<file path="config.mk">
export PLATFORM = sky130hd
export DESIGN_NAME = tlpt_ctrl
export DESIGN_NICKNAME = d
export VERILOG_FILES = /design/src/rtl/tlpt_pkg.sv /design/src/rtl/tlpt_ctrl.sv
export SDC_FILE = /design/constraint.sdc
export NUM_CORES = 1
export LEC_CHECK = 0
export ABC_AREA = 1
export ABC_CLOCK_PERIOD_IN_PS = 1300
export BUFFER_PORTS_ARGS = -buffer_cell sky130_fd_sc_hd__buf_2
export CAP_MARGIN = 20
export CORE_AREA = 4 4 41 43
export CTS_BUF_LIST = sky130_fd_sc_hd__clkbuf_8
export DETAILED_ROUTE_END_ITERATION = 8
export DIE_AREA = 0 0 45 47
export GPL_TIMING_DRIVEN = 0
export PLACE_DENSITY = 0.49
export SETUP_SLACK_MARGIN = 0.1
export SLEW_MARGIN = 20
export SYNTH_ARGS = -nofsm -noshare
export SYNTH_HDL_FRONTEND = slang
export SYNTH_SLANG_ARGS = --single-unit
</file>
<file path="constraint.sdc">
create_clock -name i_clk -period 1.3 [get_ports i_clk]
set_input_delay 0.39 -clock i_clk [delete_from_list [all_inputs] [get_ports i_clk]]
set_output_delay 0.39 -clock i_clk [all_outputs]
set_load 0.01 [all_outputs]
</file>
<file path="src/rtl/tlpt_pkg.sv">
// ----------------------------------------------------------------------------
// tlpt_pkg
// Shared types, codes and constants of the two-level page table unit.
// ----------------------------------------------------------------------------
package tlpt_pkg;

    localparam int VA_W       = 32;
    localparam int FRAME_W    = 20;
    localparam int FLAG_W     = 12;
    localparam int PAGE_SHIFT = 12;
    localparam int IDX_W      = 10;
    localparam int DIR_LSB    = 22;
    localparam int STATUS_W   = 3;

    localparam logic [FLAG_W-1:0] CFG_FLAGS_RESET = 12'h003;

    typedef enum logic [1:0] {
        OP_MAP       = 2'd0,
        OP_TRANSLATE = 2'd1,
        OP_UNMAP     = 2'd2,
        OP_ALLOC     = 2'd3
    } t_opcode;

    typedef enum logic [STATUS_W-1:0] {
        ST_OK             = 3'd0,
        ST_NOT_MAPPED     = 3'd1,
        ST_ALREADY_MAPPED = 3'd2,
        ST_NO_SLOT        = 3'd3,
        ST_ZERO_ADDR      = 3'd4
    } t_status;

    typedef enum logic [1:0] {
        S_CLEAR,
        S_IDLE,
        S_DIR,
        S_PTE
    } t_state;

    typedef struct packed {
        logic clear_step;
        logic accept;
        logic pte_read;
        logic commit;
    } t_dp_cmd;

    typedef struct packed {
        logic clear_last;
    } t_dp_status;

endpackage

</file>
<file path="src/rtl/tlpt_ctrl.sv">
// ----------------------------------------------------------------------------
// tlpt_ctrl
// Sequencer: clearing pass, then directory read, table read, write-back.
// ----------------------------------------------------------------------------
module tlpt_ctrl (
    input  logic                 i_clk,
    input  logic                 i_rst_n,
    input  logic                 i_in_valid,
    input  logic                 i_out_ready,
    input  tlpt_pkg::t_dp_status i_status,
    output tlpt_pkg::t_dp_cmd    o_cmd,
    output logic                 o_in_ready,
    output logic                 o_out_valid
);

    tlpt_pkg::t_state r_state;
    tlpt_pkg::t_state n_state;
    logic             r_out_valid;
    logic             n_out_valid;
    logic             w_can_commit;

    // write-back needs a free output register
    assign w_can_commit = !r_out_valid || i_out_ready;

    always_comb begin
        n_state = r_state;
        case (r_state)
            tlpt_pkg::S_CLEAR: begin
                if (i_status.clear_last) n_state = tlpt_pkg::S_IDLE;
            end
            tlpt_pkg::S_IDLE: begin
                if (i_in_valid) n_state = tlpt_pkg::S_DIR;
            end
            tlpt_pkg::S_DIR: begin
                n_state = tlpt_pkg::S_PTE;
            end
            tlpt_pkg::S_PTE: begin
                if (w_can_commit) n_state = tlpt_pkg::S_IDLE;
            end
            default: begin
                n_state = tlpt_pkg::S_CLEAR;
            end
        endcase
    end

    always_comb begin
        o_cmd            = '0;
        o_in_ready       = 1'b0;
        o_cmd.clear_step = (r_state == tlpt_pkg::S_CLEAR);
        o_in_ready       = (r_state == tlpt_pkg::S_IDLE);
        o_cmd.accept     = (r_state == tlpt_pkg::S_IDLE) && i_in_valid;
        o_cmd.pte_read   = (r_state == tlpt_pkg::S_DIR);
        o_cmd.commit     = (r_state == tlpt_pkg::S_PTE) && w_can_commit;
    end

    assign n_out_valid = o_cmd.commit || (r_out_valid && !i_out_ready);
    assign o_out_valid = r_out_valid;

    always_ff @(posedge i_clk) begin
        if (!i_rst_n) begin
            r_state     <= tlpt_pkg::S_CLEAR;
            r_out_valid <= 1'b0;
        end else begin
            r_state     <= n_state;
            r_out_valid <= n_out_valid;
        end
    end

    a_commit_sets_valid: assert property (@(posedge i_clk) disable iff (!i_rst_n)
        o_cmd.commit |=> r_out_valid)
        else $error("result word not presented after write-back");

    a_stall_holds: assert property (@(posedge i_clk) disable iff (!i_rst_n)
        (r_state == tlpt_pkg::S_PTE && r_out_valid && !i_out_ready)
            |=> r_state == tlpt_pkg::S_PTE)
        else $error("write-back left while output register full");

    a_accept_flow: assert property (@(posedge i_clk) disable iff (!i_rst_n)
        o_cmd.accept |=> (r_state == tlpt_pkg::S_DIR) ##1 (r_state == tlpt_pkg::S_PTE))
        else $error("accepted word did not reach table read");

    a_no_accept_in_clear: assert property (@(posedge i_clk) disable iff (!i_rst_n)
        (r_state == tlpt_pkg::S_CLEAR) |-> !o_cmd.accept && !o_cmd.commit)
        else $error("activity during clearing pass");

endmodule

</file>
# Word-level counts from Yosys, hierarchy flattened

Cells that the tools add are included.

Bits in registers: 3
Input bits: 5
Logic and storage cells: 21

Equality and inequality tests: 6
Muxes and demuxes: 4
Reductions and logical operators: 9

Operators by type and width:

| cell                 | number |
|---|---|
| $pmux W2 S4          | 1 |
| $mux W2              | 3 |
| $ne A2 B2 Y1 const B | 3 |
| $eq A2 B2 Y1 const B | 2 |
| $logic_and A1 B1 Y1  | 3 |
| $reduce_and A3 Y1    | 1 |
| $eq A2 B1 Y1 const B | 1 |
| $logic_not A1 Y1     | 2 |
| $logic_not A2 Y1     | 1 |
| $logic_or A1 B1 Y1   | 2 |

# Depth between registers and ports, before layout

Depth after elaboration: 4
Mapped depth: 7

# Least setup slack after synthesis

Ideal clock, no wire load.

Path kind: register -> output
Start: register r_state[1]
End: output port o_cmd[2] (netlist bit)
Arrival time: 0.791 ns
Setup slack: 0.119 ns
Cell stages (with the launch flop): 5
Cells stage by stage: dfxtp_1 -> inv_1 -> ha_1 -> nand2_1 -> inv_1

RTL lines:

| element                  | RTL line        | RTL |
|---|---|---|
| start: declaration       | tlpt_ctrl.sv:16 | `tlpt_pkg::t_state r_state;` |
| start signal: assignment | tlpt_ctrl.sv:61 | `r_state <= tlpt_pkg::S_CLEAR;` |
| start signal: assignment | tlpt_ctrl.sv:64 | `r_state <= n_state;` |
| end: declaration         | tlpt_ctrl.sv:11 | `output tlpt_pkg::t_dp_cmd o_cmd,` |

==> metrics.yaml <==
status:
  status: "complete, but fails checks"
  violations: "setup timing"
place:
  dp_hpwl_um: 402
  port_buffers: 10
  place_congestion: 0.664
  dp_cells: 59
worst_setup_path:
  r2r_setup_slack_ns: 0.19
  crit_type: "flip-flop to output pin"
  cpLargestDelayFamily: "flip-flops"
  critPathBufInv: 3
  cp.required_ns: 0.91
  rr_worst_depth: 8
  cp-start-kind: "flip-flop"
  cp_data_arrival_time_ns: 0.99
  end_kind: "output pin"
  r2r-start: "r_state[1]"
  critPathMaxFanout: 3
  worstSetupStartpoint: "r_state[1]"
  critPathSlowestCell: "dfxtp_4"
  path_cells: "inv_4 > ha_4 > nand2_1 > inv_1 > buf_2"
  r2r_end: "r_state[0]"
  max_stage_delay_ns: 0.37
finish:
  antenna_cells: 0
  area_growth_syn_to_layout_pct: 95.9
  fin_nets: 63
  drive_gt1_share_pct: 61.5
  final-instance-count-excl-fill: 67
  fillCellCount: 144
worst_hold_path:
  min_path_type: "input port to flip-flop"
  hp-start: "i_rst_n"
  min_to: "r_state[0]"
  holdPathStages: 3
floorplanning:
  die-height_um: 47
  ios: 11
  chipWidth_um: 45
  start_util_pct: 18.6
  rows: 13
  die_area_um2: 2120
  core_area_um2: 1300
routing:
  drtIter0Drc: 5
  routed_wl_um: 602
  postRouteAntennaNets: 0
  vias: 270
  dr.pass1.iters: 4
  post_drt_wl_per_cell_um: 8.99
  viasPerCell: 4.03
  drc_errors: 0
timing:
  drv_slew: 0
  final_hold_viol_count: 0
  clock.fmax_mhz: 723
  relSlewSlack_pct: 90.6
  worst_slack_ns: -0.0824
  worst_pin_slew_ns: 0.140
  setup_viol: 5
  whs_ns: 0.434
  fin_crit_ns: 1.38
  min_period_over_period_pct: 106
  finClkSkew_ns: 0.00207
  grt_setup_unrepaired: "true"
yosys:
  synthTopCellsByArea: "ha_1 26%, dfxtp_1 25%, inv_1 14%, nand2_2 7.8%, nand2_1 6.2%"
  yosysTopAreaCell: "ha_1"
  syn_nets: 44
  synth_seq_cells: 3
  synth_area_um2: 241
  avgSynthCellArea_um2: 7.10
  yosys_warnings: 0
  ys_seq_area_share_pct: 24.9
  syn_inst: 34
  synth_top_area_share_pct: 25.9
  synth_cell_types: 11
clock_tree:
  cts_tree: "done"
  cts_made_buffers: 3
  path_clk_slew_ns: 0.03
  cts-root-buf: "clkbuf_8"
  cts_max_level: 1
  cts.sinks: 3
  insertion_delay_ns: 0.21
  cts.path.max_buffers: 2
  holdBufCountCts: 0
pwr:
  max-vdd-ir-drop_uv: 816
  finalPower_mw: 1.07
  powerDensity_nw_per_um2: 2270
  cellLeakagePower_nw: 0.251
grt:
  grt_pass1_vias: 264
  grt_pass1_wl_um: 1020
  grt_max_degree: 5
  antenna_found_initial: 0
  grt_overflow: 0
  grt_usage_pct: 7.18
flow_run:
  maxCapViolCount: 0
## how the worst max path moves through the flow
stage | endpoint | slack, ns | cells after the start
3_5_place_dp | o_cmd[2] | 0.02 | 5
2_1_floorplan | o_cmd[2] | 0.12 | 4
6_report | o_cmd[2] | -0.08 | 5
3_3_place_gp | o_cmd[2] | 0.01 | 5
4_1_cts | o_cmd[2] | -0.1 | 5
5_1_grt | o_cmd[2] | -0.13 | 5
## registers in the layout, summed over array words and instances (netlist names)
register	flops
o_out_valid	1
r_state	2
## per-layer routing
| layer | GRT usage (%) | wire length (um) | vias to the layer above |
|---|---|---|---|
| met4 | 1.75 | 0 | 0 |
| li1 | - | - | 138 |
| met2 | 11.3 | 300 | 9 |
| met3 | 6.90 | 65 | 0 |
| met1 | 6.80 | 236 | 123 |
| met5 | 0 | 0 | - |
## cell usage after synthesis, drive strengths merged
library cell,instances
dfxtp,3
a21oi,1
nor2,5
nand4,2
ha,5
a21boi,1
inv,9
nand2,7
nand3,1
## placed cells by master, fill, tap and decap left out
master | netlist | final
dfxtp_1 | 3 | 1
ha_4 | 0 | 3
buf_6 | 0 | 3
inv_2 | 0 | 2
ha_1 | 5 | 1
nor2_1 | 4 | 3
inv_4 | 0 | 1
nor2_4 | 0 | 1
buf_2 | 0 | 8
ha_2 | 0 | 1
nand2_1 | 4 | 4
inv_1 | 9 | 7
nor2_2 | 1 | 1
a21oi_2 | 0 | 1
a21boi_0 | 1 | 1
nand4_1 | 2 | 2
clkbuf_8 | 0 | 3
nand2_4 | 0 | 2
dfxtp_4 | 0 | 2
buf_4 | 0 | 3
nand3_1 | 1 | 1
nand2_2 | 3 | 1
## cells by family (layout without fill, tap and decap cells)
| logic type | count (synthesis) | in the layout | share of synthesized area (%) |
|---|---|---|---|
| flops | 3 | 3 | 24.9 |
| fa+ha+maj | 5 | 5 | 25.9 |
| compound gates | 2 | 2 | 5.18 |
| simple gates | 15 | 15 | 30.0 |
| buf+inv | 9 | 27 | 14.0 |
## metrics by stage
step	TNS, ns	util, %	setup slack [ns]	instance area [um^2]
floorplan	0	-	0.119	241
global placement	0	23.8	0.0128	310
detailed placement	0	23.8	0.0152	310
CTS	-0.345	32.6	-0.0972	424
global route	-0.454	36.3	-0.128	473
finish	-0.268	36.3	-0.0824	473
## tightest hold or removal path, cell delays in order
cell and delay, ns:
buf_2 0.11, nand2_1 0.06, nor2_1 0.04
## power by group
part / internal (mW) / leakage, nW / switching [mW]
clock network: 0.201 / 0.0269 / 0.0582
logic: 0.316 / 0.198 / 0.288
registers: 0.145 / 0.0259 / 0.0654
total: 0.662 / 0.251 / 0.411
## timing repair
action                                  in CTS  in global routing
pin swaps                                    0                  7
gates resized for setup                     12                 11
endpoints found under the setup margin       6                  7
cloned                                       0                  0
endpoints found under the hold margin        0                  0
buffers inserted                             4                  1
## layout make-up
| class | instances | area [um^2] | share of cell area (%) |
|---|---|---|---|
| multi-input cells | 22 | 209 | 44.2 |
| repair buffers | 14 | 96.3 | 20.4 |
| flip-flops and latches | 3 | 67.6 | 14.3 |
| clock buffers | 3 | 41.3 | 8.73 |
| inverters | 9 | 36.3 | 7.67 |
| well taps | 15 | 18.8 | 3.97 |
| clock inverters | 1 | 3.75 | 0.794 |
(Power assumes the default switching activity.)
